### config.mk
export PLATFORM = sky130hd
export DESIGN_NAME = entry_pool_with_linked_queues_flat
export DESIGN_NICKNAME = d
export VERILOG_FILES = /design/src/sv/epl_pkg.sv /design/src/sv/epl_req_if.sv /design/src/sv/epl_rsp_if.sv /design/src/sv/entry_pool_with_linked_queues.sv /design/src/sv/epl_fifo.sv /design/src/sv/epl_front.sv /design/src/sv/epl_back.sv /design/src/flat_wrapper.sv
export SDC_FILE = /design/constraint.sdc
export NUM_CORES = 1
export LEC_CHECK = 0
export ABC_AREA = 0
export BUFFER_PORTS_ARGS = -buffer_cell sky130_fd_sc_hd__buf_2
export CAP_MARGIN = 15
export CORE_AREA = 2 2 250 252
export DETAILED_ROUTE_END_ITERATION = 10
export DIE_AREA = 0 0 252 254
export GPL_TIMING_DRIVEN = 0
export HOLD_SLACK_MARGIN = 0.06
export PLACE_DENSITY = 0.76
export SLEW_MARGIN = 20
export SYNTH_ARGS = -nofsm -noshare
export SYNTH_HDL_FRONTEND = slang
export SYNTH_SLANG_ARGS = --single-unit
### constraint.sdc
create_clock -name clk_i -period 5.2 [get_ports clk_i]
set_input_delay 0.26 -clock clk_i [delete_from_list [all_inputs] [get_ports clk_i]]
set_output_delay 0.26 -clock clk_i [all_outputs]
set_load 0.01 [all_outputs]
### src/sv/epl_pkg.sv
`timescale 1ns / 1ps

package epl_pkg;

  // pool and queue sizes
  localparam int NUM_ENTRIES = 32;
  localparam int NUM_QUEUES  = 8;

  // field widths
  localparam int CMD_W    = 3;
  localparam int QUEUE_W  = 3;
  localparam int ENTRY_W  = 5;
  localparam int STATUS_W = 2;
  localparam int TAG_W    = 4;
  localparam int TOP_W    = $clog2(NUM_ENTRIES + 1);

  // command codes
  localparam logic [CMD_W-1:0] CMD_ALLOC     = 3'd0;
  localparam logic [CMD_W-1:0] CMD_FREE      = 3'd1;
  localparam logic [CMD_W-1:0] CMD_INSERT    = 3'd2;
  localparam logic [CMD_W-1:0] CMD_REM_HEAD  = 3'd3;
  localparam logic [CMD_W-1:0] CMD_PEEK      = 3'd4;
  localparam logic [CMD_W-1:0] CMD_REM_NAMED = 3'd5;
  localparam logic [CMD_W-1:0] CMD_EMPTY     = 3'd6;

  // status codes
  localparam logic [STATUS_W-1:0] ST_OK     = 2'd0;
  localparam logic [STATUS_W-1:0] ST_NONE   = 2'd1;
  localparam logic [STATUS_W-1:0] ST_REJECT = 2'd2;

  // owner tags: a queue number, idle or free
  localparam logic [TAG_W-1:0] TAG_IDLE = TAG_W'(NUM_QUEUES);
  localparam logic [TAG_W-1:0] TAG_FREE = TAG_W'(NUM_QUEUES + 1);

  // classified operation handed from front to back
  typedef enum logic [2:0] {
    OP_ALLOC,
    OP_FREE,
    OP_INSERT,
    OP_REM_HEAD,
    OP_PEEK,
    OP_REM_NAMED,
    OP_EMPTY,
    OP_REJECT
  } op_e;

  typedef struct packed {
    op_e                op;
    logic               q_ok;
    logic [QUEUE_W-1:0] queue_id;
    logic [ENTRY_W-1:0] entry_id;
  } op_t;

endpackage

### src/sv/epl_req_if.sv
`timescale 1ns / 1ps

interface epl_req_if;
  logic                        valid;
  logic                        ready;
  logic [epl_pkg::CMD_W-1:0]   cmd;
  logic [epl_pkg::QUEUE_W-1:0] queue_id;
  logic [epl_pkg::ENTRY_W-1:0] entry_id;

  modport source (output valid, output cmd, output queue_id, output entry_id, input ready);
  modport sink   (input valid, input cmd, input queue_id, input entry_id, output ready);
endinterface

### src/sv/epl_rsp_if.sv
`timescale 1ns / 1ps

interface epl_rsp_if;
  logic                         valid;
  logic                         ready;
  logic [epl_pkg::STATUS_W-1:0] status;
  logic [epl_pkg::ENTRY_W-1:0]  result_entry;
  logic                         queue_empty;

  modport source (output valid, output status, output result_entry, output queue_empty,
                  input ready);
  modport sink   (input valid, input status, input result_entry, input queue_empty,
                  output ready);
endinterface

### src/sv/entry_pool_with_linked_queues.sv
`timescale 1ns / 1ps

// Entry pool with linked queues.
// Request channel req_i carries a command word (cmd, queue_id, entry_id):
// alloc, free, insert at tail, remove head, peek head, remove named entry,
// and empty test. Every command gives exactly one response word on rsp_o
// (status, result_entry, queue_empty), in command order.
// A request is taken when valid and ready are both high. Accepted commands
// wait in a two-word queue; the back end takes each through a fetch state
// that reads the link tables, owner tags and free stack, then an execute
// state that updates them and loads the response register. The back end
// takes no new command until it has done the read-then-write pass over the
// shared link tables for the last one and its response register is free.
// After reset all 32 entries sit on the free stack (highest index on top),
// every entry is tagged free and all 8 queues are empty; no clearing pass.
// The response register holds its word while rsp_o.ready is low; the back
// end stops once it is full, and req_i.ready drops when the queue fills.
module entry_pool_with_linked_queues (
  input  logic       clk_i,
  input  logic       rst_ni,
  epl_req_if.sink    req_i,
  epl_rsp_if.source  rsp_o
);

  localparam int OP_W = $bits(epl_pkg::op_t);

  logic            push;
  logic            full;
  logic            empty;
  logic            pop;
  epl_pkg::op_t    front_op;
  epl_pkg::op_t    back_op;
  logic [OP_W-1:0] fifo_rd;

  // decode and classify
  epl_front u_front (
    .req_i  (req_i),
    .full_i (full),
    .push_o (push),
    .op_o   (front_op)
  );

  // command queue between front and back
  epl_fifo #(
    .WIDTH (OP_W),
    .DEPTH (2)
  ) u_fifo (
    .clk_i   (clk_i),
    .rst_ni  (rst_ni),
    .push_i  (push),
    .data_i  (front_op),
    .full_o  (full),
    .pop_i   (pop),
    .data_o  (fifo_rd),
    .empty_o (empty)
  );

  assign back_op = epl_pkg::op_t'(fifo_rd);

  // execution against the pool and link tables
  epl_back u_back (
    .clk_i        (clk_i),
    .rst_ni       (rst_ni),
    .fifo_valid_i (!empty),
    .op_i         (back_op),
    .pop_o        (pop),
    .rsp_o        (rsp_o)
  );

endmodule

### src/sv/epl_fifo.sv
`timescale 1ns / 1ps

module epl_fifo #(
  parameter int WIDTH = 12,
  parameter int DEPTH = 2
) (
  input  logic             clk_i,
  input  logic             rst_ni,
  input  logic             push_i,
  input  logic [WIDTH-1:0] data_i,
  output logic             full_o,
  input  logic             pop_i,
  output logic [WIDTH-1:0] data_o,
  output logic             empty_o
);

  localparam int PTR_W = (DEPTH > 1) ? $clog2(DEPTH) : 1;
  localparam int CNT_W = $clog2(DEPTH + 1);

  logic [WIDTH-1:0] mem_q [DEPTH];
  logic [PTR_W-1:0] wr_ptr_q, wr_ptr_d;
  logic [PTR_W-1:0] rd_ptr_q, rd_ptr_d;
  logic [CNT_W-1:0] cnt_q, cnt_d;
  logic             do_push, do_pop;

  assign full_o  = (cnt_q == CNT_W'(DEPTH));
  assign empty_o = (cnt_q == '0);
  assign data_o  = mem_q[rd_ptr_q];
  assign do_push = push_i && !full_o;
  assign do_pop  = pop_i && !empty_o;

  // pointer and fill count update, pointers wrap at DEPTH
  always_comb begin
    wr_ptr_d = wr_ptr_q;
    rd_ptr_d = rd_ptr_q;
    cnt_d    = cnt_q;
    if (do_push) begin
      wr_ptr_d = (wr_ptr_q == PTR_W'(DEPTH - 1)) ? '0 : wr_ptr_q + 1'b1;
    end
    if (do_pop) begin
      rd_ptr_d = (rd_ptr_q == PTR_W'(DEPTH - 1)) ? '0 : rd_ptr_q + 1'b1;
    end
    if (do_push && !do_pop) begin
      cnt_d = cnt_q + 1'b1;
    end else if (do_pop && !do_push) begin
      cnt_d = cnt_q - 1'b1;
    end
  end

  always_ff @(posedge clk_i or negedge rst_ni) begin
    if (!rst_ni) begin
      wr_ptr_q <= '0;
      rd_ptr_q <= '0;
      cnt_q    <= '0;
    end else begin
      wr_ptr_q <= wr_ptr_d;
      rd_ptr_q <= rd_ptr_d;
      cnt_q    <= cnt_d;
    end
  end

  // storage
  always_ff @(posedge clk_i) begin
    if (do_push) begin
      mem_q[wr_ptr_q] <= data_i;
    end
  end

endmodule

### src/sv/epl_front.sv
`timescale 1ns / 1ps

module epl_front (
  epl_req_if.sink        req_i,
  input  logic           full_i,
  output logic           push_o,
  output epl_pkg::op_t   op_o
);

  logic q_ok;
  logic e_ok;

  // range checks on queue and entry
  assign q_ok = (epl_pkg::QUEUE_W + 1)'(req_i.queue_id) <
                (epl_pkg::QUEUE_W + 1)'(epl_pkg::NUM_QUEUES);
  assign e_ok = (epl_pkg::ENTRY_W + 1)'(req_i.entry_id) <
                (epl_pkg::ENTRY_W + 1)'(epl_pkg::NUM_ENTRIES);

  assign req_i.ready = !full_i;
  assign push_o      = req_i.valid && !full_i;

  // classify the command word; illegal requests are marked for rejection here
  always_comb begin
    op_o.q_ok     = q_ok;
    op_o.queue_id = req_i.queue_id;
    op_o.entry_id = req_i.entry_id;
    case (req_i.cmd)
      epl_pkg::CMD_ALLOC:     op_o.op = epl_pkg::OP_ALLOC;
      epl_pkg::CMD_FREE:      op_o.op = e_ok ? epl_pkg::OP_FREE : epl_pkg::OP_REJECT;
      epl_pkg::CMD_INSERT:    op_o.op = (q_ok && e_ok) ? epl_pkg::OP_INSERT
                                                       : epl_pkg::OP_REJECT;
      epl_pkg::CMD_REM_HEAD:  op_o.op = q_ok ? epl_pkg::OP_REM_HEAD : epl_pkg::OP_REJECT;
      epl_pkg::CMD_PEEK:      op_o.op = q_ok ? epl_pkg::OP_PEEK : epl_pkg::OP_REJECT;
      epl_pkg::CMD_REM_NAMED: op_o.op = (q_ok && e_ok) ? epl_pkg::OP_REM_NAMED
                                                       : epl_pkg::OP_REJECT;
      epl_pkg::CMD_EMPTY:     op_o.op = q_ok ? epl_pkg::OP_EMPTY : epl_pkg::OP_REJECT;
      default:                op_o.op = epl_pkg::OP_REJECT;
    endcase
  end

endmodule

### src/sv/epl_back.sv
`timescale 1ns / 1ps

module epl_back (
  input  logic         clk_i,
  input  logic         rst_ni,
  input  logic         fifo_valid_i,
  input  epl_pkg::op_t op_i,
  output logic         pop_o,
  epl_rsp_if.source    rsp_o
);

  localparam int EW = epl_pkg::ENTRY_W;
  localparam int TW = epl_pkg::TAG_W;
  localparam int PW = epl_pkg::TOP_W;
  localparam int NE = epl_pkg::NUM_ENTRIES;
  localparam int NQ = epl_pkg::NUM_QUEUES;

  localparam logic ST_FETCH = 1'b0;
  localparam logic ST_EXEC  = 1'b1;

  // sequencer and operation being executed
  logic          state_q, state_d;
  epl_pkg::op_t  op_q;
  logic          exec;

  // values read in the fetch cycle
  logic          ne_r_q;
  logic [EW-1:0] first_r_q, last_r_q, tgt_r_q, next_r_q, prev_r_q, stack_r_q;
  logic [TW-1:0] owner_r_q;
  logic          head_op;
  logic [EW-1:0] tgt;

  // pool state
  logic [PW-1:0]   top_q;
  logic [EW-1:0]   stack_q [NE];
  logic [TW-1:0]   owner_q [NE];
  logic [EW-1:0]   next_q  [NE];
  logic [EW-1:0]   prev_q  [NE];
  logic [EW-1:0]   first_q [NQ];
  logic [EW-1:0]   last_q  [NQ];
  logic [NQ-1:0]   ne_q;

  // update controls
  logic                         top_we;
  logic [PW-1:0]                top_wd;
  logic                         stack_we;
  logic                         owner_we;
  logic [EW-1:0]                owner_wa;
  logic [TW-1:0]                owner_wd;
  logic                         nxt_we_a, nxt_we_b;
  logic [EW-1:0]                nxt_wa_a, nxt_wd_a;
  logic                         prv_we;
  logic [EW-1:0]                prv_wa, prv_wd;
  logic                         first_we, last_we, ne_we, ne_wd;
  logic [EW-1:0]                first_wd, last_wd;
  logic                         unl_en;
  logic [EW-1:0]                unl_x;
  logic                         is_first, is_last;
  logic                         ne_after;
  logic [epl_pkg::STATUS_W-1:0] st;
  logic [EW-1:0]                res;

  // response register
  logic                         out_valid_q;
  logic [epl_pkg::STATUS_W-1:0] out_status_q;
  logic [EW-1:0]                out_entry_q;
  logic                         out_empty_q;

  assign exec  = (state_q == ST_EXEC);
  assign pop_o = (state_q == ST_FETCH) && fifo_valid_i && (!out_valid_q || rsp_o.ready);

  // fetch: pick the entry the command works on and read its links
  assign head_op = (op_i.op == epl_pkg::OP_REM_HEAD) || (op_i.op == epl_pkg::OP_PEEK);
  assign tgt     = head_op ? first_q[op_i.queue_id] : op_i.entry_id;

  always_ff @(posedge clk_i) begin
    if (pop_o) begin
      op_q      <= op_i;
      ne_r_q    <= ne_q[op_i.queue_id];
      first_r_q <= first_q[op_i.queue_id];
      last_r_q  <= last_q[op_i.queue_id];
      tgt_r_q   <= tgt;
      next_r_q  <= next_q[tgt];
      prev_r_q  <= prev_q[tgt];
      owner_r_q <= owner_q[op_i.entry_id];
      stack_r_q <= stack_q[EW'(top_q - PW'(1))];
    end
  end

  // sequencer: fetch then execute
  always_comb begin
    state_d = state_q;
    case (state_q)
      ST_FETCH: if (pop_o) state_d = ST_EXEC;
      ST_EXEC:  state_d = ST_FETCH;
      default:  state_d = ST_FETCH;
    endcase
  end

  // execute: work out status, result and table updates
  always_comb begin
    st       = epl_pkg::ST_OK;
    res      = '0;
    top_we   = 1'b0;
    top_wd   = top_q;
    stack_we = 1'b0;
    owner_we = 1'b0;
    owner_wa = op_q.entry_id;
    owner_wd = epl_pkg::TAG_IDLE;
    nxt_we_a = 1'b0;
    nxt_wa_a = last_r_q;
    nxt_wd_a = op_q.entry_id;
    nxt_we_b = 1'b0;
    prv_we   = 1'b0;
    prv_wa   = op_q.entry_id;
    prv_wd   = last_r_q;
    first_we = 1'b0;
    first_wd = op_q.entry_id;
    last_we  = 1'b0;
    last_wd  = op_q.entry_id;
    ne_we    = 1'b0;
    ne_wd    = 1'b0;
    unl_en   = 1'b0;
    unl_x    = op_q.entry_id;
    is_first = 1'b0;
    is_last  = 1'b0;

    case (op_q.op)
      epl_pkg::OP_ALLOC: begin
        if (top_q == '0) begin
          st = epl_pkg::ST_NONE;
        end else begin
          top_we   = 1'b1;
          top_wd   = top_q - PW'(1);
          owner_we = 1'b1;
          owner_wa = stack_r_q;
          owner_wd = epl_pkg::TAG_IDLE;
          res      = stack_r_q;
        end
      end
      epl_pkg::OP_FREE: begin
        if (owner_r_q != epl_pkg::TAG_IDLE || top_q >= PW'(NE)) begin
          st = epl_pkg::ST_REJECT;
        end else begin
          stack_we = 1'b1;
          top_we   = 1'b1;
          top_wd   = top_q + PW'(1);
          owner_we = 1'b1;
          owner_wd = epl_pkg::TAG_FREE;
          res      = op_q.entry_id;
        end
      end
      epl_pkg::OP_INSERT: begin
        if (owner_r_q != epl_pkg::TAG_IDLE) begin
          st = epl_pkg::ST_REJECT;
        end else begin
          // link behind the old tail, or start a fresh list
          prv_we = 1'b1;
          if (ne_r_q) begin
            nxt_we_a = 1'b1;
            prv_wd   = last_r_q;
          end else begin
            first_we = 1'b1;
            prv_wd   = op_q.entry_id;
            ne_we    = 1'b1;
            ne_wd    = 1'b1;
          end
          nxt_we_b = 1'b1;
          last_we  = 1'b1;
          owner_we = 1'b1;
          owner_wd = TW'(op_q.queue_id);
          res      = op_q.entry_id;
        end
      end
      epl_pkg::OP_REM_HEAD, epl_pkg::OP_PEEK: begin
        if (!ne_r_q) begin
          st = epl_pkg::ST_NONE;
        end else begin
          res    = tgt_r_q;
          unl_en = (op_q.op == epl_pkg::OP_REM_HEAD);
          unl_x  = tgt_r_q;
        end
      end
      epl_pkg::OP_REM_NAMED: begin
        if (owner_r_q != TW'(op_q.queue_id)) begin
          st = epl_pkg::ST_NONE;
        end else begin
          res    = op_q.entry_id;
          unl_en = 1'b1;
          unl_x  = op_q.entry_id;
        end
      end
      epl_pkg::OP_EMPTY: begin
        st = epl_pkg::ST_OK;
      end
      default: begin
        st = epl_pkg::ST_REJECT;
      end
    endcase

    // unlink: the entry's owner tag goes idle; only the queue ends or the two neighbors change
    if (unl_en) begin
      is_first = (first_r_q == unl_x);
      is_last  = (last_r_q == unl_x);
      owner_we = 1'b1;
      owner_wa = unl_x;
      owner_wd = epl_pkg::TAG_IDLE;
      if (is_first && is_last) begin
        ne_we = 1'b1;
        ne_wd = 1'b0;
      end else if (is_first) begin
        first_we = 1'b1;
        first_wd = next_r_q;
      end else if (is_last) begin
        last_we = 1'b1;
        last_wd = prev_r_q;
      end else begin
        nxt_we_a = 1'b1;
        nxt_wa_a = prev_r_q;
        nxt_wd_a = next_r_q;
        prv_we   = 1'b1;
        prv_wa   = next_r_q;
        prv_wd   = prev_r_q;
      end
    end

    ne_after = ne_we ? ne_wd : ne_r_q;
  end

  // control state and reset-valued tables
  always_ff @(posedge clk_i or negedge rst_ni) begin
    if (!rst_ni) begin
      state_q     <= ST_FETCH;
      top_q       <= PW'(NE);
      ne_q        <= '0;
      out_valid_q <= 1'b0;
      for (int k = 0; k < NE; k++) begin
        stack_q[k] <= EW'(k);
        owner_q[k] <= epl_pkg::TAG_FREE;
      end
    end else begin
      state_q <= state_d;
      if (exec) begin
        out_valid_q <= 1'b1;
      end else if (rsp_o.ready) begin
        out_valid_q <= 1'b0;
      end
      if (exec && top_we) begin
        top_q <= top_wd;
      end
      if (exec && stack_we) begin
        stack_q[top_q[EW-1:0]] <= op_q.entry_id;
      end
      if (exec && owner_we) begin
        owner_q[owner_wa] <= owner_wd;
      end
      if (exec && ne_we) begin
        ne_q[op_q.queue_id] <= ne_wd;
      end
    end
  end

  // link tables, queue ends and response word, meaningful only where marked valid
  always_ff @(posedge clk_i) begin
    if (exec) begin
      if (nxt_we_a) begin
        next_q[nxt_wa_a] <= nxt_wd_a;
      end
      if (nxt_we_b) begin
        next_q[op_q.entry_id] <= op_q.entry_id;
      end
      if (prv_we) begin
        prev_q[prv_wa] <= prv_wd;
      end
      if (first_we) begin
        first_q[op_q.queue_id] <= first_wd;
      end
      if (last_we) begin
        last_q[op_q.queue_id] <= last_wd;
      end
      out_status_q <= st;
      out_entry_q  <= (st == epl_pkg::ST_OK) ? res : '0;
      out_empty_q  <= !(op_q.q_ok && ne_after);
    end
  end

  assign rsp_o.valid        = out_valid_q;
  assign rsp_o.status       = out_status_q;
  assign rsp_o.result_entry = out_entry_q;
  assign rsp_o.queue_empty  = out_empty_q;

endmodule

### src/flat_wrapper.sv
// flat-port wrapper written by rule: the top's interface ports become plain ports
module entry_pool_with_linked_queues_flat 
  (clk_i, rst_ni, req_i_valid, req_i_cmd, req_i_queue_id, req_i_entry_id, req_i_ready, rsp_o_valid, rsp_o_status, rsp_o_result_entry, rsp_o_queue_empty, rsp_o_ready);
  epl_req_if req_i_i ();
  epl_rsp_if rsp_o_i ();
  input  logic clk_i;
  input  logic rst_ni;
  input wire logic [$bits(req_i_i.valid)-1:0] req_i_valid;
  input wire logic [$bits(req_i_i.cmd)-1:0] req_i_cmd;
  input wire logic [$bits(req_i_i.queue_id)-1:0] req_i_queue_id;
  input wire logic [$bits(req_i_i.entry_id)-1:0] req_i_entry_id;
  output wire logic [$bits(req_i_i.ready)-1:0] req_i_ready;
  output wire logic [$bits(rsp_o_i.valid)-1:0] rsp_o_valid;
  output wire logic [$bits(rsp_o_i.status)-1:0] rsp_o_status;
  output wire logic [$bits(rsp_o_i.result_entry)-1:0] rsp_o_result_entry;
  output wire logic [$bits(rsp_o_i.queue_empty)-1:0] rsp_o_queue_empty;
  input wire logic [$bits(rsp_o_i.ready)-1:0] rsp_o_ready;
  assign req_i_i.valid = req_i_valid;
  assign req_i_i.cmd = req_i_cmd;
  assign req_i_i.queue_id = req_i_queue_id;
  assign req_i_i.entry_id = req_i_entry_id;
  assign req_i_ready = req_i_i.ready;
  assign rsp_o_valid = rsp_o_i.valid;
  assign rsp_o_status = rsp_o_i.status;
  assign rsp_o_result_entry = rsp_o_i.result_entry;
  assign rsp_o_queue_empty = rsp_o_i.queue_empty;
  assign rsp_o_i.ready = rsp_o_ready;
  entry_pool_with_linked_queues u_core (.clk_i(clk_i), .rst_ni(rst_ni), .req_i(req_i_i), .rsp_o(rsp_o_i));
endmodule
==> impl_metrics.csv, run 1 <==
group,metric,value,unit
setup_path,cp-start-kind,"flop",
global_routing,antenna_found_initial,1,
route,drtIter0Drc,2672,
worst_hold_path,hold_path.class,"in -> async",
setup_path,reg2reg_slack,0.34,ns
layout,syn_to_final_growth,11.5,%
route,drt-total-wl,98800,µm
flow_run,drv_cap,0,
setup_path,r2r-start,"u_core.u_fifo.rd_ptr_q$_DFFE_PN0P_",
sta,hold_viol,0,
setup_path,end_kind,"flop",
yosys,synth_top_family_by_area,"multiplexers",
pwr,peakVddDrop,0.000361,V
pwr,p_leak,15.5,nW
global_routing,grt_start_max_net_pins,111,
die,start_util,60.3,%
layout,drive_gt1_share,30.7,%
route,via_count,24500,
setup_path,required,5.54,ns
sta,setup_viol,0,
sta,timing.fmax,0.206,GHz
global_routing,grt_pass1_vias,25000,
cts,cts_root_buffer,"clkbuf_16",
sta,hold_slack,0.264,ns
route,postRouteAntennaNets,0,
layout,fin_cells,3779,
yosys,synth_compound_area_share,7.73,%
yosys,syn_nets,2816,
pwr,p_per_area,602,mW/mm²
route,post-route-drc-count,0,
die,dieArea,0.0640,mm²
sta,final_max_slew_viol_count,0,
yosys,synth_xor_area_share,0.569,%
cts,clkLatencyLatePin,0.64,ns
setup_path,r2r_cells,14,
setup_path,critPathKind,"reg -> reg",
yosys,netlist_area,0.0370,mm²
route,avgRoutedWirePerCell,26.1,µm
yosys,synth-main-ff-cell,"edfxtp_1",
setup_path,timing.rr.end,"u_core.u_back.next_r_q[1]$_DFFE_PP_",
global_routing,grt_use_total,31.3,%
outcome,outcome,"complete, no violations",
sta,fin_crit,4.86,ns
route,viasPerCell,6.49,
sta,post-route-period-util,93.5,%
die,row_count,91,
layout,final_nets,2943,
cts,cts_tree,"done",
global_routing,grt_overflow,0,
yosys,yosys_warnings,0,
sta,maxSlewHeadroom,32.9,%
yosys,synth_top_cells_by_area,"edfxtp_1 39%, mux2_2 12%, dfrtp_1 11%, dfstp_2 10%, nand2_1 3.3%",
yosys,synth_area_leader_cell,"edfxtp_1",
cts,clock-sinks,784,
global_routing,grt_pass1_wl,149000,µm
setup_path,cp_max_fo,10,
sta,worst_clock_skew,0.0320,ns
yosys,synth_seq_area_share,60.0,%
placement,portBuffers,21,
placement,dp_cells,3616,
cts,cts_buffer_depth,3,
sta,tightest_slew,1.01,ns
route,drt-pass1-iter-count,6,
cts,h-tree-depth,3,
yosys,syn_avg_cell_area,13.2,µm²
placement,place_congestion,0.954,
yosys,synth_edf_count,476,
yosys,async_reset_ff_share,39.3,%
yosys,synthAdderAreaFrac,0.169,%
die,placeableCoreArea,0.0613,mm²
cts,numCtsBuffers,81,
die,die_h,254,µm
layout,n_antenna_cell,0,
sta,setup_ws,0.340,ns
yosys,netlist.area_leader.share,38.7,%
yosys,synth_cells,2796,
cts,clk_pin_slew,0.07,ns
placement,preCtsSetupSlack,0.143,ns
die,pin_count,25,
yosys,synth_simple_gate_area_share,9.29,%
sta,tns,0,ns
sta,rsz0062_at_grt,"no",
yosys,ys_ff_latch,784,
layout,final_core_util,67.3,%
die,die_w,252,µm
yosys,synth.distinct_cells,85,
setup_path,worstPathArrival,5.20,ns
placement,post-dp-hpwl,69500,µm
yosys,yosys-mux-area-fraction,18.4,%
## state kept, by name (all words and copies together), names as in the netlist, 5 cells and up
signal                            count
u_core.u_back.prev_q                160
u_core.u_back.first_q                40
u_core.u_back.rsp_o.result_entry      5
u_core.u_back.owner_q               128
u_core.u_fifo.mem_q                  22
u_core.u_back.last_r_q                5
u_core.u_back.tgt_r_q                 5
u_core.u_back.next_r_q                5
u_core.u_back.first_r_q               5
u_core.u_back.prev_r_q                5
u_core.u_back.next_q                160
u_core.u_back.stack_q               160
u_core.u_back.top_q                   6
u_core.u_back.op_q                   11
u_core.u_back.ne_q                    8
u_core.u_back.stack_r_q               5
u_core.u_back.last_q                 40
## layout by cell type (no fill, tap or decap), types with 10 or more instances in the layout
| cell type | instances |
|---|---|
| a211oi_1 | 62 |
| a21oi_1 | 10 |
| a311oi_1 | 34 |
| a31oi_1 | 70 |
| and3_1 | 42 |
| buf_1 | 10 |
| buf_2 | 58 |
| buf_4 | 17 |
| buf_6 | 12 |
| clkbuf_1 | 152 |
| clkbuf_16 | 85 |
| clkinv_1 | 12 |
| dfrtp_1 | 163 |
| dfstp_2 | 145 |
| dlygate4sd3_1 | 14 |
| edfxtp_1 | 476 |
| inv_1 | 86 |
| inv_2 | 13 |
| mux2_2 | 400 |
| mux2i_1 | 96 |
| mux4_2 | 50 |
| nand2_1 | 324 |
| nand2b_1 | 15 |
| nand3_1 | 45 |
| nor2_1 | 75 |
| nor2b_1 | 66 |
| nor3_1 | 19 |
| nor3_2 | 21 |
| nor4_1 | 12 |
| o21ai_0 | 90 |
| o22ai_1 | 76 |
| xnor2_1 | 11 |
| xor2_1 | 12 |
## metal layers
| metal | global-route usage (%) | wire length (µm) |
|---|---|---|
| met5 | 0 | 9 |
| met4 | 13.1 | 4290 |
| met3 | 5.71 | 8000 |
| met2 | 51.8 | 47600 |
| met1 | 40.9 | 39000 |
## power by group
part | switching, mW | total [mW] | internal (mW)
logic | 7.15 | 10.6 | 3.43
registers | 0.400 | 8.36 | 7.96
clock network | 2.47 | 5.89 | 3.42
## synth_stat cells (7+ instances only)
master	number
buf_1	13
nand3_1	45
nor3_1	19
nand2_1	324
a211oi_1	62
inv_2	13
mux4_2	50
a21oi_1	10
inv_1	86
xor2_1	12
mux2i_4	7
o22ai_1	76
nand3b_1	7
mux2_2	400
a31o_2	8
dfstp_2	145
nand4_1	7
a311oi_1	34
buf_4	17
or3_1	8
o21ai_0	95
nor3_2	22
edfxtp_1	476
nor2b_1	66
o31ai_1	7
nor2_1	77
dfrtp_1	163
clkbuf_1	135
nand2b_1	15
and3_1	42
nor4_1	12
a31oi_1	70
mux2i_1	96
buf_6	12
xnor2_1	12
buf_2	38
## cells by family after synthesis
| kind of cell | after synthesis |
|---|---|
| DFF | 784 |
| and+or+nand+nor | 692 |
| muxes | 556 |
| AOI/OAI and AO/OA | 415 |
| buffers and inverters | 320 |
| xor gates and xnor gates | 24 |
| adders and majority gates | 5 |
## final cells by class
| class | count | area (µm²) |
|---|---|---|
| Clock inverter | 39 | 397 |
| Inverter | 102 | 385 |
| Clock buffer | 110 | 2300 |
| Timing Repair Buffer | 44 | 495 |
| Multi-Input combinational cell | 1692 | 13400 |
| Fill cell | 4293 | 20000 |
| Buffer | 218 | 1040 |
| Sequential cell | 784 | 22200 |
| Tap cell | 790 | 988 |
## per-stage QoR
step                      total power, mW  area [µm²]
final                                24.8       41200
after global routing                 25.7       41200
after CTS                            24.6       41200
after detailed placement             18.7       38400
after global placement               18.2       38000
after floorplan                      14.9       37000
## worst max-delay path, stage by stage, from the launching register on
cell and delay (ns):
dfrtp_1 0.34, buf_6 0.15, buf_6 0.19, mux2i_1 0.50, inv_1 0.31, and3_1 0.26
clkbuf_1 0.34, a41oi_2 0.41, buf_4 0.32, buf_6 0.19, buf_2 0.25, a211oi_1 0.11
a31oi_1 0.32, o22ai_1 0.16, nor4_1 0.68
## what timing repair did
item | CTS | global route
gates resized for setup | 0 | 3
endpoints found under the setup margin | 0 | 40
hold buffers | 14 | 0
buffers inserted | 0 | 0
endpoints found under the hold margin | 76 | 0
## how the worst max path moves through the flow
stage	startpoint	end	slack, ns	cells after the start
floorplan	u_core.u_back.op_q[9]$_DFFE_PP_	u_core.u_back.prev_q[0][0]$_DFFE_PP_	0.99	13
CTS	u_core.u_back.top_q[0]$_DFFE_PN0P_	u_core.u_back.owner_q[42]$_DFFE_PN0P_	0.10	12
global placement	u_core.u_back.op_q[9]$_DFFE_PP_	u_core.u_back.prev_q[15][1]$_DFFE_PP_	-1.41	13
finish	u_core.u_fifo.rd_ptr_q$_DFFE_PN0P_	u_core.u_back.next_r_q[1]$_DFFE_PP_	0.34	14
detailed placement	u_core.u_back.top_q[0]$_DFFE_PN0P_	u_core.u_back.owner_q[42]$_DFFE_PN0P_	0.14	12
global route	u_core.u_back.top_q[0]$_DFFE_PN0P_	u_core.u_back.owner_q[46]$_DFFE_PN0P_	0.26	13
Note: power is estimated with default switching activity, not from simulation.
==> run 2: changes to the inputs <==
--- a/config.mk
+++ b/config.mk
@@ -13,7 +13,7 @@
 export DIE_AREA = 0 0 252 254
 export GPL_TIMING_DRIVEN = 0
 export HOLD_SLACK_MARGIN = 0.06
-export PLACE_DENSITY = 0.76
+export PLACE_DENSITY_LB_ADDON = 0.1
 export SLEW_MARGIN = 20
 export SYNTH_ARGS = -nofsm -noshare
 export SYNTH_HDL_FRONTEND = slang
==> run 2 against run 1 <==
Net effect:
- global-route usage is 0.24 points higher
- combinational power about the same
- non-clock buffer count is 3 higher
- clock skew up 0.011 ns
- sequential cell count is the same
- utilization is 0.057 points lower
- cell count about the same
- hold slack got worse by 0.0079 ns
- total power decreased by 0.30%
- wire length rose by 0.96%
- worst setup slack worse by 0.054 ns
- clock-buffer cell count up 5
- critical endpoint unchanged
- largest cell class unchanged
==> impl_metrics.csv, run 2 (synthesis gave the netlist of run 1 again) <==
group,metric,value,unit
layout,drive_gt1_share,30.5,%
layout,n_antenna_cell,0,
layout,final_core_util,67.2,%
cts,clk_pin_slew,0.07,ns
layout,final_common_cell,"edfxtp_1",
setup_path,path_depth,11,
sta,fin_crit,4.91,ns
pwr,peakVddDrop,0.000391,V
setup_path,crit_top_cell,"buf_6",
setup_path,crit_chain,"buf_6 > buf_6 > buf_2 > mux2i_1 > clkinv_1 > nand2_1 > o21ai_2 > buf_4 > nand3_1 > o22ai_1 > nor4_1",
cts,clock-sinks,784,
global_routing,top_usage_layer,"met2",
sta,tightest_slew,1.08,ns
die,row_count,91,
setup_path,reg2reg_slack,0.29,ns
route,postRouteAntennaNets,0,
setup_path,end_kind,"flop",
sta,setup_viol,0,
route,drt-total-wl,99800,µm
layout,reg_top3,"u_core.u_back.next_q x160, u_core.u_back.prev_q x160, u_core.u_back.stack_q x160",
flow_run,drv_cap,0,
setup_path,cp_slowest_cell,"mux2i_1",
cts,numCtsBuffers,80,
global_routing,grt_pass1_vias,24600,
global_routing,grt_overflow,0,
setup_path,critPathTopFamily,"buffers and inverters",
die,pin_count,25,
die,placeableCoreArea,0.0613,mm²
global_routing,met2_usage,53.0,%
global_routing,grtUsageMet3,4.32,%
sta,worst_clock_skew,0.0428,ns
placement,place_congestion,0.952,
layout,syn_to_final_growth,11.4,%
cts,cts_buffer_depth,3,
setup_path,worstPathArrival,5.24,ns
setup_path,slowest_delay,0.88,ns
placement,preCtsSetupSlack,0.138,ns
global_routing,grt_pass1_wl,150000,µm
setup_path,startpoint,"u_core.u_fifo.rd_ptr_q$_DFFE_PN0P_",
cts,clkLatencyLatePin,0.64,ns
placement,portBuffers,21,
route,drtIter0Drc,2357,
cts,cts_tree,"done",
layout,final_cell_mix,"476 x edfxtp_1, 400 x mux2_2, 324 x nand2_1, 163 x dfrtp_1, 157 x clkbuf_1",
pwr,p_per_area,601,mW/mm²
die,die_h,254,µm
pwr,power.total,24.8,mW
outcome,outcome,"complete, no violations",
sta,setup_ws,0.286,ns
sta,timing.fmax,0.204,GHz
global_routing,grt_use_total,31.5,%
cts,h-tree-depth,3,
setup_path,required,5.52,ns
global_routing,antenna_found_initial,1,
setup_path,cp-start-kind,"flop",
placement,post-dp-hpwl,70800,µm
route,viasPerCell,6.47,
sta,maxSlewHeadroom,28.1,%
layout,final_nets,2945,
global_routing,grt_start_max_net_pins,108,
sta,hold_viol,0,
die,die_w,252,µm
route,post-route-drc-count,0,
route,avgRoutedWirePerCell,26.4,µm
setup_path,r2r_cells,11,
global_routing,met1_usage,41.4,%
setup_path,critPathKind,"reg -> reg",
cts,cts_root_buffer,"clkbuf_16",
cts,post-cts-setup-buffers,0,
sta,post-route-period-util,94.5,%
sta,rsz0062_at_grt,"no",
setup_path,cp_max_fo,10,
setup_path,cp_num_buf_inv,5,
die,start_util,60.3,%
route,drt-pass1-iter-count,7,
die,dieArea,0.0640,mm²
worst_hold_path,hold_path.class,"in -> async",
pwr,p_leak,15.5,nW
route,via_count,24500,
sta,final_max_slew_viol_count,0,
setup_path,r2r-start,"u_core.u_fifo.rd_ptr_q$_DFFE_PN0P_",
-- run 2: changes by cell type in the layout (fill, tap and decap cells not counted), sizes merged --
cell and change:
buf +4, bufinv -2, clkinvlp -3, dlygate4sd3 +1
clkbuf +3, clkinv +3, inv -4
-- run 2: layout make-up --
cell class                 count  area, µm²
tap                          790        988
clock inverter                33        283
fill                        4418      20100
multi-input combinational   1692      13400
timing repair buffer          47        552
buffer                       218       1030
sequential                   784      22200
inverter                     102        385
clock buffer                 115       2320
-- run 2: path summary, 6_finish.rpt --
kind / end
hold / removal: u_core.u_back.stack_q[4]$_DFFE_PN1P_
hold reg to reg: u_core.u_back.stack_q[48]$_DFFE_PN0P_
setup / recovery: u_core.u_back.next_r_q[1]$_DFFE_PP_
max in group asynchronous: u_core.u_back.owner_q[80]$_DFFE_PN1P_
min in group clk_i: u_core.u_fifo.mem_q[0][0]$_DFFE_PP_
setup reg to reg: u_core.u_back.next_r_q[1]$_DFFE_PP_
-- run 2: power by group --
part | switching [mW] | internal, mW | leakage, nW
combinational | 7.21 | 3.45 | 6.13
sequential | 0.409 | 7.96 | 8.07
clock | 2.42 | 3.31 | 1.27
total | 10.0 | 14.7 | 15.5
-- run 2: layer usage --
layer  share of wire, %  wire, µm  up-vias
met5                  0         0        -
met1                 40     40000    12400
met3                6.8      6740      274
met4                4.3      4330        0
met2                 49     48700     1120
li1                   -         -    10700
-- run 2: metrics by stage --
step,instances,area [µm²],hold WS (ns),setup TNS (ns)
CTS,3780,41100,0.248,0
floorplan,2796,37000,-0.0356,0
detailed placement,3617,38400,0.118,0
global placement,3607,38000,0.448,-449.36
global route,3781,41200,0.291,0
finish,3781,41200,0.256,0
-- run 2: what timing repair did --
item	in CTS	in global routing
endpoints found under the setup margin	0	77
gates resized for setup	0	3
hold endpoints to repair	159	0
hold buffers	15	0
==> run 3: changes to the inputs <==
--- a/config.mk
+++ b/config.mk
@@ -7,10 +7,10 @@
 export LEC_CHECK = 0
 export ABC_AREA = 0
 export BUFFER_PORTS_ARGS = -buffer_cell sky130_fd_sc_hd__buf_2
-export CAP_MARGIN = 15
-export CORE_AREA = 2 2 250 252
+export CORE_AREA = 2 2 352 180
+export CTS_CLUSTER_DIAMETER = 120
 export DETAILED_ROUTE_END_ITERATION = 10
-export DIE_AREA = 0 0 252 254
+export DIE_AREA = 0 0 354 182
 export GPL_TIMING_DRIVEN = 0
 export HOLD_SLACK_MARGIN = 0.06
 export PLACE_DENSITY_LB_ADDON = 0.1
==> run 3 against run 2 <==
Net effect:
- sequential power about the same
- clock skew decreased by 0.028 ns
- clock-buffer cell count fell by 17
- utilization decreased by 0.99 points
- combinational power up 6%
- die area up 0.66%
- critical path depth rose by 3
- maximum frequency down 2.4%
- wire length grew 8.7%
- global-route usage grew 2.3 points
- hold slack got worse by 0.045 ns
- critical endpoint unchanged
==> impl_metrics.csv, run 3 (synthesis gave the netlist of run 1 again) <==
group,metric,value,unit
route,via_count,25400,
placement,placed_area,0.0385,mm²
setup_path,cp_slowest_cell,"a41oi_2",
sta,tns,0,ns
die,row_count,65,
outcome,outcome,"complete, no violations",
route,drt-pass1-iter-count,7,
sta,hold_viol,0,
route,postRouteAntennaNets,0,
global_routing,antenna_found_initial,4,
route,post-route-drc-count,0,
global_routing,grt_pass1_wl,159000,µm
setup_path,timing.rr.end,"u_core.u_back.next_r_q[1]$_DFFE_PP_",
layout,final_core_util,66.2,%
setup_path,r2r_cells,14,
die,start_util,59.8,%
pwr,p_per_area,610,mW/mm²
die,pin_count,25,
cts,cts_root_buffer,"clkbuf_16",
setup_path,critPathKind,"reg -> reg",
sta,tightest_slew,1.12,ns
setup_path,cp-start-kind,"flop",
die,die_w,354,µm
worst_hold_path,hold_path.class,"in -> async",
cts,h-tree-depth,3,
placement,place_congestion,1.01,
sta,maxSlewHeadroom,25.2,%
flow_run,drv_cap,0,
cts,clock-sinks,784,
cts,post-cts-setup-buffers,0,
placement,portBuffers,21,
die,die_h,182,µm
sta,hold_slack,0.211,ns
route,avgRoutedWirePerCell,28.5,µm
route,viasPerCell,6.67,
placement,dp_cells,3664,
sta,worst_clock_skew,0.0153,ns
route,drtIter0Drc,4056,
cts,cts_buffer_depth,3,
cts,cts_tree,"done",
cts,clkLatencyLatePin,0.62,ns
layout,final_nets,2934,
layout,final_cell_mix,"476 x edfxtp_1, 400 x mux2_2, 324 x nand2_1, 163 x dfrtp_1, 151 x clkbuf_1",
setup_path,crit_chain,"buf_6 > buf_6 > mux2i_1 > inv_1 > and3_1 > clkbuf_1 > a41oi_2 > buf_4 > buf_6 > buf_2 > a211oi_1 > a31oi_1 > o22ai_1 > nor4_1",
sta,setup_viol,0,
sta,timing.fmax,0.199,GHz
setup_path,reg2reg_slack,0.17,ns
setup_path,cp_num_buf_inv,7,
pwr,peakVddDrop,0.000366,V
sta,final_max_slew_viol_count,0,
die,dieArea,0.0644,mm²
setup_path,end_kind,"flop",
sta,setup_ws,0.166,ns
setup_path,crit_top_cell,"buf_6",
setup_path,slowest_delay,0.54,ns
placement,preCtsSetupSlack,-0.0163,ns
layout,reg_top3,"u_core.u_back.next_q x160, u_core.u_back.prev_q x160, u_core.u_back.stack_q x160",
setup_path,cp_max_fo,11,
route,drt-total-wl,108000,µm
layout,drive_gt1_share,30.4,%
sta,rsz0062_at_grt,"no",
layout,final_common_cell,"edfxtp_1",
cts,clk_pin_slew,0.07,ns
pwr,power.total,25.0,mW
placement,post-dp-hpwl,79600,µm
global_routing,grt_use_total,33.7,%
setup_path,required,5.55,ns
sta,post-route-period-util,96.8,%
global_routing,grt_pass1_vias,24200,
layout,syn_to_final_growth,10.8,%
setup_path,r2r-start,"u_core.u_fifo.rd_ptr_q$_DFFE_PN0P_",
sta,fin_crit,5.03,ns
die,placeableCoreArea,0.0618,mm²
cts,numCtsBuffers,71,
global_routing,grt_start_max_net_pins,86,
setup_path,worstPathArrival,5.38,ns
pwr,p_leak,15.3,nW
layout,final_area,0.0409,mm²
setup_path,critPathTopFamily,"buffers and inverters",
global_routing,grt_overflow,0,
layout,fin_cells,3810,
[run 3: what timing repair did]
item	CTS	global route
endpoints found under the setup margin	11	120
endpoints found under the hold margin	88	0
hold buffers	14	0
resized for setup	2	6
[run 3: routing by layer]
layer  part of all wire, %  global-route usage [%]  up-vias
met4                   1.8                    6.17        4
met3                    16                    15.1      202
met2                    37                    40.9     1676
met1                    45                    54.5    12900
met5                  0.11                    1.19        -
li1                      -                       -    10600
[run 3: report_power, final]
group | switching (mW) | internal, mW | total [mW]
Clock | 2.36 | 2.98 | 5.34
Combinational | 7.85 | 3.44 | 11.3
Sequential | 0.397 | 7.96 | 8.35
[run 3: area by class of cell]
| type | instances | area [µm²] |
|---|---|---|
| Antenna cell | 1 | 2.50 |
| Buffer | 218 | 1040 |
| Clock buffer | 98 | 2010 |
| Clock inverter | 33 | 308 |
| Fill cell | 4487 | 20900 |
| Inverter | 102 | 385 |
| Multi-Input combinational cell | 1692 | 13400 |
| Sequential cell | 784 | 22200 |
| Tap cell | 837 | 1050 |
| Timing Repair Buffer | 45 | 523 |
[run 3: how the worst max path moves through the flow]
stage	slack [ns]	start	to	cells after the start
3_3_place_gp	-1.66	rst_ni	u_core.u_back.stack_q[99]$_DFFE_PN0P_	1
5_1_grt	0.03	u_core.u_back.top_q[0]$_DFFE_PN0P_	u_core.u_back.owner_q[110]$_DFFE_PN0P_	13
2_1_floorplan	0.99	u_core.u_back.op_q[9]$_DFFE_PP_	u_core.u_back.prev_q[0][0]$_DFFE_PP_	13
6_report	0.17	u_core.u_fifo.rd_ptr_q$_DFFE_PN0P_	u_core.u_back.next_r_q[1]$_DFFE_PP_	14
4_1_cts	0.02	u_core.u_back.top_q[0]$_DFFE_PN0P_	u_core.u_back.owner_q[41]$_DFFE_PN0P_	12
3_5_place_dp	-0.02	u_core.u_back.top_q[0]$_DFFE_PN0P_	u_core.u_back.owner_q[50]$_DFFE_PN0P_	13
[run 3: worst reg2reg max path: cells and delay by family (launching register included)]
family          cells  cell delay [ns]
compound gates      4             1.37
buf+inv             7             1.86
flops               1             0.34
mux                 1             0.44
simple gates        2             0.76
